<file path="src/wrps_pkg.sv">
// Shared constants and types for the weighted random pool select unit.
// Depends on nothing; every other file imports it.
package wrps_pkg;

	localparam int CAPACITY = 64;
	localparam int KEY_W    = 15;
	localparam int WEIGHT_W = 16;
	localparam int RND_W    = 32;
	localparam int IDX_W    = $clog2(CAPACITY);
	localparam int CNT_W    = $clog2(CAPACITY + 1);
	localparam int TOT_W    = WEIGHT_W + $clog2(CAPACITY);
	localparam int ENTRY_W  = KEY_W + WEIGHT_W;
	localparam int DCNT_W   = $clog2(RND_W);

	typedef enum logic [1:0] {
		KIND_CLEAR = 2'd0,
		KIND_ADD   = 2'd1,
		KIND_PICK  = 2'd2,
		KIND_SPARE = 2'd3
	} wrps_kind_t;

	typedef enum logic [9:0] {
		ST_IDLE  = 10'b00_0000_0001,
		ST_SCAN  = 10'b00_0000_0010,
		ST_CMP   = 10'b00_0000_0100,
		ST_SHIFT = 10'b00_0000_1000,
		ST_MOVE  = 10'b00_0001_0000,
		ST_DIV   = 10'b00_0010_0000,
		ST_UOUT  = 10'b00_0100_0000,
		ST_WRD   = 10'b00_1000_0000,
		ST_WCMP  = 10'b01_0000_0000,
		ST_DONE  = 10'b10_0000_0000
	} wrps_state_t;

endpackage

</file>
<file path="src/wrps_mod.sv">
// Iterative remainder unit: one restoring step per cycle over the random word.
// Depends on wrps_pkg.
module wrps_mod import wrps_pkg::*; (
	input  logic             clk,
	input  logic             arst_n,
	input  logic             start,
	input  logic [RND_W-1:0] dividend,
	input  logic [TOT_W-1:0] divisor,
	output logic             done,
	output logic [TOT_W-1:0] rem
);

	logic              busy_q;
	logic              done_q;
	logic [DCNT_W-1:0] cnt_q;
	logic [RND_W-1:0]  dvd_q;
	logic [TOT_W-1:0]  dsr_q;
	logic [TOT_W-1:0]  rem_q;
	logic [TOT_W:0]    trial;
	logic [TOT_W:0]    diff;

	// bring down the next dividend bit and subtract where it fits
	assign trial = {rem_q, dvd_q[RND_W-1]};
	assign diff  = trial - {1'b0, dsr_q};

	always_ff @(posedge clk or negedge arst_n) begin
		if (!arst_n) begin
			busy_q <= 1'b0;
			done_q <= 1'b0;
			cnt_q  <= '0;
		end else begin
			done_q <= busy_q && !start && (cnt_q == DCNT_W'(RND_W - 1));
			if (start) begin
				busy_q <= 1'b1;
				cnt_q  <= '0;
			end else if (busy_q) begin
				cnt_q <= cnt_q + 1'b1;
				if (cnt_q == DCNT_W'(RND_W - 1)) begin
					busy_q <= 1'b0;
				end
			end
		end
	end

	always_ff @(posedge clk) begin
		if (start) begin
			dvd_q <= dividend;
			dsr_q <= divisor;
			rem_q <= '0;
		end else if (busy_q) begin
			dvd_q <= {dvd_q[RND_W-2:0], 1'b0};
			if (trial >= {1'b0, dsr_q}) begin
				rem_q <= diff[TOT_W-1:0];
			end else begin
				rem_q <= trial[TOT_W-1:0];
			end
		end
	end

	assign done = done_q;
	assign rem  = rem_q;

endmodule

</file>
<file path="config.mk">
export PLATFORM = sky130hd
export DESIGN_NAME = wrps_mod
export DESIGN_NICKNAME = d
export VERILOG_FILES = /design/src/wrps_pkg.sv /design/src/wrps_mod.sv
export SDC_FILE = /design/constraint.sdc
export NUM_CORES = 1
export LEC_CHECK = 0
export BUFFER_PORTS_ARGS = -buffer_cell sky130_fd_sc_hd__buf_2
export CAP_MARGIN = 20
export CORE_MARGIN = 5
export CORE_UTILIZATION = 37
export CTS_BUF_LIST = sky130_fd_sc_hd__clkbuf_4 sky130_fd_sc_hd__clkbuf_8
export DETAILED_ROUTE_END_ITERATION = 16
export GPL_ROUTABILITY_DRIVEN = 1
export PLACE_DENSITY = 0.54
export SLEW_MARGIN = 10
export SYNTH_ARGS = -nofsm -noshare
export SYNTH_HDL_FRONTEND = slang
export SYNTH_SLANG_ARGS = --single-unit
</file>
<file path="constraint.sdc">
create_clock -name clk -period 3 [get_ports clk]
set_input_delay 0.45 -clock clk [delete_from_list [all_inputs] [get_ports clk]]
set_output_delay 0.45 -clock clk [all_outputs]
set_load 0.01 [all_outputs]
</file>
Word-level counts from Yosys, hierarchy flattened
Index checks and enable logic that the tools add are counted.

Register bits: 83. Latch bits: 0. Bits in writable memories: 0. ROM bits: 0. Bits of input ports: 57. Output and inout bits: 23. Logic and storage cells: 22. Memories kept: 0.

$add $sub $neg: 2. Multipliers: 0. Div/mod/pow operators: 0. Magnitude comparators: 1. Equal/unequal tests: 1. Shift operators: 0. Mux-type cells: 8. Bitwise operators: 0. Reductions and logical operators: 4.

Operators by type and width (count): $mux 32 (2); $ge 23x22->1 (1); $mux 22 (1); $sub 22x22->22 (1); $mux 5 (2); $add 5x1->5 const B (1); $eq 5x5->1 const B (1); $mux 1 (3); $logic_and 1x1->1 (2); $reduce_bool 2->1 (1); $logic_not 1->1 (1).

Logic depth before layout (Yosys ltp)
Gate-level depths: netlist of run 1.

Word-level depth: 4. Gate-level depth with buffers: 12. Gate-level depth less buffers: 10.

Worst setup path after synthesis of run 1
Ideal clock, no wire load.

Path type: flip-flop to flip-flop. From: register rem_q[0] (netlist: rem[0]). To: register rem_q[18] (netlist: rem[18]). Library setup time: 0.077 ns. Arrival: 2.532 ns. Required time: 2.923 ns. Setup slack: 0.392 ns. Cell stages (with the launch flop): 10. Buffers on the path: 0. Period minus slack after synthesis: 2.608 ns. Path through: dfxtp_1 -> inv_1 -> fa_1 -> nand2b_1 -> a211oi_2 -> nor4_2 -> nor4b_4 -> nor3_1 -> or4_4 -> a41oi_2.

Word-level cells in the longest chain between the ends: 2. Elaborated cells on any way between the ends: 3. Those cells by class: add/sub: 1; order compare: 1; mux: 1.

RTL lines: start, declared (line wrps_mod.sv:18) `logic [TOT_W-1:0] rem_q;`; start signal, assigned (line wrps_mod.sv:53) `rem_q <= diff[TOT_W-1:0];`; start signal, assigned (line wrps_mod.sv:55) `rem_q <= trial[TOT_W-1:0];`; $sub 22x22->22 / $ge 23x22->1 (equally long branches) (line wrps_mod.sv:24, wrps_mod.sv:52); $mux 22 (*) (line wrps_mod.sv:52) `if (trial >= {1'b0, dsr_q}) begin`.

Every way passes the cells marked *; elsewhere a longest branch is shown, timed or not. A chain may end at the register's enable or synchronous reset.

Final worst setup path of run 1
From: register dvd_q[31]. To: register rem_q[18] (netlist: rem[18]).

Word-level cells in the longest chain between the ends: 2. Elaborated cells on any way between the ends: 3. Those cells by class: add/sub: 1; order compare: 1; mux: 1.

RTL lines: start, declared (line wrps_mod.sv:16) `logic [RND_W-1:0] dvd_q;`; start signal, assigned (line wrps_mod.sv:47) `dvd_q <= dividend;`; start signal, assigned (line wrps_mod.sv:51) `dvd_q <= {dvd_q[RND_W-2:0], 1'b0};`; $sub 22x22->22 / $ge 23x22->1 (equally long branches) (line wrps_mod.sv:24, wrps_mod.sv:52); $mux 22 (*) (line wrps_mod.sv:52).

Marked as above.

==> impl_results.md, run 1 <==
* Status: completed
* Number of CTS-inserted buffers at 9
* Largest family of logic cells by synthesized area: compound AO/OA/AOI/OAI gates
* Synthesized net count at 501
* Final net count at roughly 600
* Synth Instances at 419
* Fin. max-slew vios at 0
* Worst Path Required at 3300 ps
* Cell variety after synth at 62
* Core ar. at 12100 um^2
* Setup ws final at 217 ps
* Total power draw at 2.34 mW
* CTS tree: yes
* Power density over cell area at 433 nW/um^2
* 1st-iter DRT viols at 228
* P_leak at between 2 and 2.5 nW
* Syn avg cell area at 10.9 um^2
* Die W at 121 um
* Mapped Area at 4580 um^2
* Fill count at 1173
* Flops & latches, synth at 83
* DR WL/cell at around 15 um
* Height of the die at 121 um
* Ys flop type: edfxtp_1
* Initial core utilization at 38.0%
* Max-Cap Viols at 0
* Post-synthesis simple-gate area fraction at 12.9%
* Post-route cell area at 5410 um^2
* Layout cells sized above 1 at ~30%
* Setup TNS at 0 ps
* Arrival @ worst endpoint at between 3000 and 4000 ps
* Antenna cells at 0
* Die ar. at 14700 um^2
* First-pass GRT wire length at 16.5 mm
* First drt pass iteration count at 4
* Ports at 80
* Dpl ws at 161 ps
* CP peak stage delay at approximately 500 ps
* Clock-pin slew on the worst setup and hold paths at 90 ps
* Placed inst area at 5210 um^2
* Latest clock arrival within the worst-skew pair at 370 ps
* HP Class: in -> reg
* Final ANT Viol Nets at 0
* DRT Wirelength at 9.98 mm
* Critical Path End Type: flop
* Root Driver: clkbuf_8
* RSZ-0062 raised after global routing: no
* Max Clk Rate at 359 MHz
* HPWL after DPL at 7.09 mm
* Vias in the first global route at 3358
* Critical-path cell list: inv_1 > ha_1 > fa_1 > nand2b_1 > a211oi_2 > nor4_2 > nor4b_4 > nor3_1 > or4_4 > a41oi_2
* Port Buffer Count at 79
* Max VDD drop at 227 uV
* Clk buf depth at 2
* Tcrit/Tclk final at 92.8%
* Xor and xnor area share after synthesis at 3.06%
* Post-Synth Adder-Cell Area at 6.99%
* Final hold slack at 244 ps
* Drc violations at 0
* Critical-path maximum fanout at 4
* CP Launch Point: dvd_q[31]$_DFFE_PP_
* Hold path start: divisor[6]
* Initial antenna violation count at 0
* Vias per cell at 5.00
* Largest net degree at the start of global routing at 55
* Post-synthesis mux area share at 8.30%
* Post-synthesis sequential area ratio at between 40% and 50%
* CTS HTree Levels at 3
* Max stage delay cell, worst path: or4_4
* Crit Path Class: reg -> reg
* Layout area overhead at 18.0%
* Global route total overflow at 0
* Post-synth EDFFs at 54
* Headroom to the max-slew limit at 66.9%
* Reg2reg start: dvd_q[31]$_DFFE_PP_
* GRT Total Usage at 14.2%
* Endpoints failing hold at 0
* Nature of the critical path startpoint: flop
* Least-Margin Pin Slew at 496 ps
* Floorplan row count at 40
* Final setup fails at 0
* Synth warn at 0
* Compound-Gate Fraction of Synth Area at 15.7%
* Post-layout minimum cycle time at 2780 ps
* TritonCTS Sinks at slightly above 80
* Synth async-reset ratio at 8.43%
* Via count at 3392
* Clk_skew at 16.0 ps
* Gpl congestion at just over 0.8
-- final timing paths --
kind | end | slack, ps | depth (start not counted)
worst max-delay path | rem[18]$_SDFFE_PP0P_ | 220 | 10
worst max register to register | rem[18]$_SDFFE_PP0P_ | 220 | 10
min in group asynchronous | cnt_q[2]$_DFFE_PN0P_ | 430 | 2
worst min register to register | rem[14]$_SDFFE_PP0P_ | 510 | 2
max in group asynchronous | busy_q$_DFF_PN0_ | 2430 | 2
worst min-delay path | dsr_q[6]$_DFFE_PP_ | 240 | 1
-- final cells by class --
class                      instances  area (um^2)  area share [%]
timing repair buffer              92          520            9.62
inverter                          31          116            2.15
tap                              168          210            3.89
multi-input combinational        288         2150            39.8
clock inverter                     6         43.8           0.809
clock buffer                      10          131            2.43
sequential                        83         2240            41.4
-- cell families (layout without fill, tap and decap cells) --
kind of cell | count (synthesis) | after routing
simple gates | 124 | 124
compound gates | 89 | 89
flops | 83 | 83
buf+inv | 48 | 139
mux | 34 | 34
fa+ha+maj | 25 | 25
xor+xnor | 16 | 16
-- cells in the final DEF, fill, tap and decap left out, types with 5 or more instances in the layout --
| cell | netlist | final |
|---|---|---|
| mux2_2 | 31 | 31 |
| buf_4 | 1 | 10 |
| nand2_1 | 45 | 45 |
| a21oi_1 | 16 | 16 |
| nand3_1 | 6 | 6 |
| inv_1 | 31 | 31 |
| a311oi_1 | 17 | 17 |
| nor2_1 | 34 | 34 |
| nor3_1 | 7 | 7 |
| ha_1 | 24 | 24 |
| dfrtp_1 | 7 | 7 |
| and3_1 | 5 | 5 |
| xor2_1 | 8 | 8 |
| buf_2 | 3 | 79 |
| edfxtp_1 | 54 | 54 |
| dfxtp_1 | 22 | 22 |
| clkbuf_8 | 0 | 9 |
| xnor2_1 | 8 | 8 |
| a21o_1 | 7 | 7 |
| or3_1 | 8 | 8 |
| o21ai_0 | 7 | 7 |
-- where the power goes --
part | switching [mW] | leakage [nW] | internal, mW | total, mW
sequential | 0.0229 | 0.825 | 1.30 | 1.32
clock | 0.431 | 0.0896 | 0.311 | 0.742
combinational | 0.144 | 1.43 | 0.138 | 0.281
total | 0.597 | 2.34 | 1.75 | 2.34
-- repair_timing --
| action | 4_1_cts | 5_1_grt |
|---|---|---|
| hold buffers | 1 | 0 |
| endpoints found under the setup margin | 0 | 4 |
| resized for setup | 0 | 1 |
| setup buffers | 0 | 2 |
| endpoints found under the hold margin | 7 | 0 |
-- state kept, by name (all words and copies together) (netlist names) --
| name | cells |
|---|---|
| busy_q | 1 |
| dsr_q | 22 |
| done | 1 |
| rem | 22 |
| cnt_q | 5 |
| dvd_q | 32 |
-- stage by stage --
step / cells / utilization [%]
finish: 678 / 44.9
global route: 678 / 44.9
CTS: 676 / 44.7
detailed placement: 659 / 43.2
global placement: 659 / 43.2
floorplan: 419 / -
-- layer usage --
| layer | GRT usage (%) | vias to the layer above | part of all wire (%) |
|---|---|---|---|
| li1 | - | 1717 | - |
| met1 | 18.6 | 1605 | 48 |
| met2 | 21.9 | 57 | 46 |
| met3 | 3.59 | 13 | 4.2 |
| met4 | 6.65 | 0 | 1.7 |
| met5 | 0 | - | 0 |
-- worst max-delay path: cells and delay by family, from the launching register on --
family                     cells  cell delay (ps)
AOI/OAI and AO/OA              2              450
DFF                            1              330
adders and majority gates      2              600
and+or+nand+nor                5             1280
buffers and inverters          1               60
-- cells in the mapped netlist, drive strengths merged, types with 4 or more instances --
library cell  instances  area [um^2]
mux2                 32          360
nor3                  7         35.0
a21o                  7         52.6
xor2                  8         70.1
o21a                  4         30.0
inv                  31          116
nand4                 4         25.0
edfxtp               54         1620
nand2                46          175
xnor2                 8         70.1
and3                  5         31.3
dfrtp                 7          175
dfxtp                22          440
o211ai                5         51.3
nand2b                4         25.0
nor2                 34          128
a211oi                6         62.6
a311oi               18          164
buf                   9         48.8
clkbuf                8         30.0
a21oi                17         96.4
o21ai                10         50.0
or3                   8         50.1
ha                   24          300
nand3                 6         30.0
Power figures use the tool's default switching activity.
==> run 2, diff against run 1 <==
--- a/config.mk
+++ b/config.mk
@@ -9,7 +9,6 @@
 export CAP_MARGIN = 20
 export CORE_MARGIN = 5
 export CORE_UTILIZATION = 37
-export CTS_BUF_LIST = sky130_fd_sc_hd__clkbuf_4 sky130_fd_sc_hd__clkbuf_8
 export DETAILED_ROUTE_END_ITERATION = 16
 export GPL_ROUTABILITY_DRIVEN = 1
 export PLACE_DENSITY = 0.54
==> run 2 against run 1 <==
- count of clock-buffer cells in the layout stayed put
- fmax is 0.21% higher
- critical path type unchanged
- clock skew is 7.8 ps lower
- final area is 1.8% higher
==> impl_results.md, run 2 (same netlist as run 1, synthesis figures left out) <==
* HPWL after DPL at 7.09 mm (unchanged)
* Status: completed (unchanged)
* Tcrit/Tclk final at 92.6% (was 92.8%)
* DRT Wirelength at 10.0 mm (was 9.98 mm)
* Setup TNS at 0 ps (unchanged)
* Initial antenna violation count at 0 (unchanged)
* Core ar. at 12100 um^2 (unchanged)
* DR WL/cell at 14.8 um (was 14.7 um)
* Layout area overhead at 20.2% (was 18.0%)
* Gpl congestion at 0.814 (unchanged)
* Critical-path maximum fanout at 4 (unchanged)
* Arrival @ worst endpoint at 3050 ps (was 3080 ps)
* Layout cells sized above 1 at 30.0% (was 30.2%)
* Clk buf depth at 2 (unchanged)
* Global route total overflow at 0 (unchanged)
* Top reg by flops: dvd_q (unchanged)
* Initial core utilization at 38.0% (unchanged)
* Multi-input logic area at 2150 um^2 (unchanged)
* Register area at 2240 um^2 (unchanged)
* Max reg flops at 32 (unchanged)
* Worst Path Required at 3270 ps (was 3300 ps)
* CP Launch Point: dvd_q[31]$_DFFE_PP_ (unchanged)
* Floorplan row count at 40 (unchanged)
* Via count at 3405 (was 3392)
* Vias per cell at 5.02 (was 5.00)
* Largest net degree at the start of global routing at 55 (unchanged)
* CTS HTree Levels at 3 (unchanged)
* Endpoints failing hold at 0 (unchanged)
* Clock-pin slew on the worst setup and hold paths at 70 ps (was 90 ps)
* Critical Path End Type: flop (unchanged)
* CTS tree: yes (unchanged)
* Root Driver: clkbuf_16 (was clkbuf_8)
* Drc violations at 0 (unchanged)
* Die ar. at 14700 um^2 (unchanged)
* Final net count at 587 (unchanged)
* Post-layout minimum cycle time at 2780 ps (about the same)
* Port Buffer Count at 79 (unchanged)
* Total power draw at 2.64 mW (was 2.34 mW)
* TritonCTS Sinks at 83 (unchanged)
* Latest clock arrival within the worst-skew pair at 340 ps (was 370 ps)
* Vias in the first global route at 3355 (was 3358)
* Least-Margin Pin Slew at 492 ps (was 496 ps)
* First-pass GRT wire length at 16.6 mm (was 16.5 mm)
* Max VDD drop at 244 uV (was 227 uV)
* Die W at 121 um (unchanged)
* Reg2reg start: dvd_q[31]$_DFFE_PP_ (unchanged)
* GRT Total Usage at 14.1% (was 14.2%)
* RSZ-0062 raised after global routing: no (unchanged)
* Commonest cells after routing, fill and taps aside: buf_2, edfxtp_1, nand2_1 (unchanged)
* 1st-iter DRT viols at 191 (was 228)
* Crit Path Class: reg -> reg (unchanged)
* Power density over cell area at 479 nW/um^2 (was 433 nW/um^2)
* Fin. max-slew vios at 0 (unchanged)
* Commonest non-fill, non-tap cell in the layout: buf_2 (unchanged)
* Headroom to the max-slew limit at 67.2% (was 66.9%)
* HP Class: in -> reg (unchanged)
* Fill count at 1156 (was 1173)
* First drt pass iteration count at 4 (unchanged)
* Max-Cap Viols at 0 (unchanged)
* P_leak at 2.39 nW (was 2.34 nW)
* Nature of the critical path startpoint: flop (unchanged)
* Ports at 80 (unchanged)
* Max Clk Rate at 360 MHz (was 359 MHz)
* Antenna cells at 0 (unchanged)
* Final ANT Viol Nets at 0 (unchanged)
* Number of CTS-inserted buffers at 9 (unchanged)
* Final setup fails at 0 (unchanged)
* Hold path start: divisor[5] (was divisor[6])
* Clk_skew at 8.21 ps (was 16.0 ps)
* Height of the die at 121 um (unchanged)
-- run 2: cell count changes in the layout (fill, tap and decap cells not counted) --
| cell | delta |
|---|---|
| clkbuf_8 | -9 |
| clkbuf_1 | +1 |
| clkbuf_4 | -1 |
| clkbuf_16 | +9 |
-- run 2: power breakdown --
| group | switching, mW | internal (mW) | total [mW] |
|---|---|---|---|
| Sequential | 0.0231 | 1.30 | 1.32 |
| Combinational | 0.144 | 0.138 | 0.282 |
| Clock | 0.469 | 0.562 | 1.03 |
-- run 2: repair_timing --
| action | CTS | global route |
|---|---|---|
| hold buffers | 1 | 0 |
| hold endpoints to repair | 7 | 0 |
| setup endpoints to repair | 0 | 4 |
| setup buffers | 0 | 2 |
| resized for setup | 0 | 1 |
-- run 2: layout make-up --
cell class / instances / area share (%)
timing repair buffer: 92 / 9.45
inverter: 31 / 2.11
sequential: 83 / 40.6
clock buffer: 10 / 4.16
tap: 168 / 3.82
clock inverter: 6 / 0.795
multi-input combinational: 288 / 39.1
-- run 2: path summary, 6_finish.rpt --
check                                        to  slack (ps)  cells after the start
min in group asynchronous  cnt_q[2]$_DFFE_PN0P_         460                      2
max in group asynchronous      busy_q$_DFF_PN0_        2390                      2
min reg2reg                rem[15]$_SDFFE_PP0P_         510                      2
min                          dsr_q[5]$_DFFE_PP_         280                      1
max                        rem[18]$_SDFFE_PP0P_         220                     10
max reg2reg                rem[18]$_SDFFE_PP0P_         220                     10
-- run 2: per-stage QoR --
stage | cell area (um^2) | hold WS (ps) | util [%] | std cells | worst slack (ps)
detailed placement | 5210 | 286 | 43.2 | 659 | 161
floorplan | 4580 | 154 | - | 419 | 392
finish | 5510 | 278 | 45.7 | 678 | 223
global route | 5510 | 255 | 45.7 | 678 | 35.6
CTS | 5490 | 263 | 45.5 | 676 | 155
global placement | 5210 | 288 | 43.2 | 659 | 237
-- run 2: worst max-delay path, cell delays in order (launching register included) --
cell	delay (ps)
edfxtp_1	320
inv_1	60
ha_1	220
fa_1	380
nand2b_1	200
a211oi_2	290
nor4_2	120
nor4b_4	350
nor3_1	120
or4_4	490
a41oi_2	160
-- run 2: metal layers --
layer | GRT usage, % | vias up | wire, um | share of wire [%]
met2 | 21.8 | 65 | 4570 | 46
met1 | 18.7 | 1608 | 4840 | 48
li1 | - | 1722 | - | -
met5 | 0 | - | 0 | 0
met3 | 4.57 | 10 | 506 | 5.0
met4 | 4.55 | 0 | 121 | 1.2
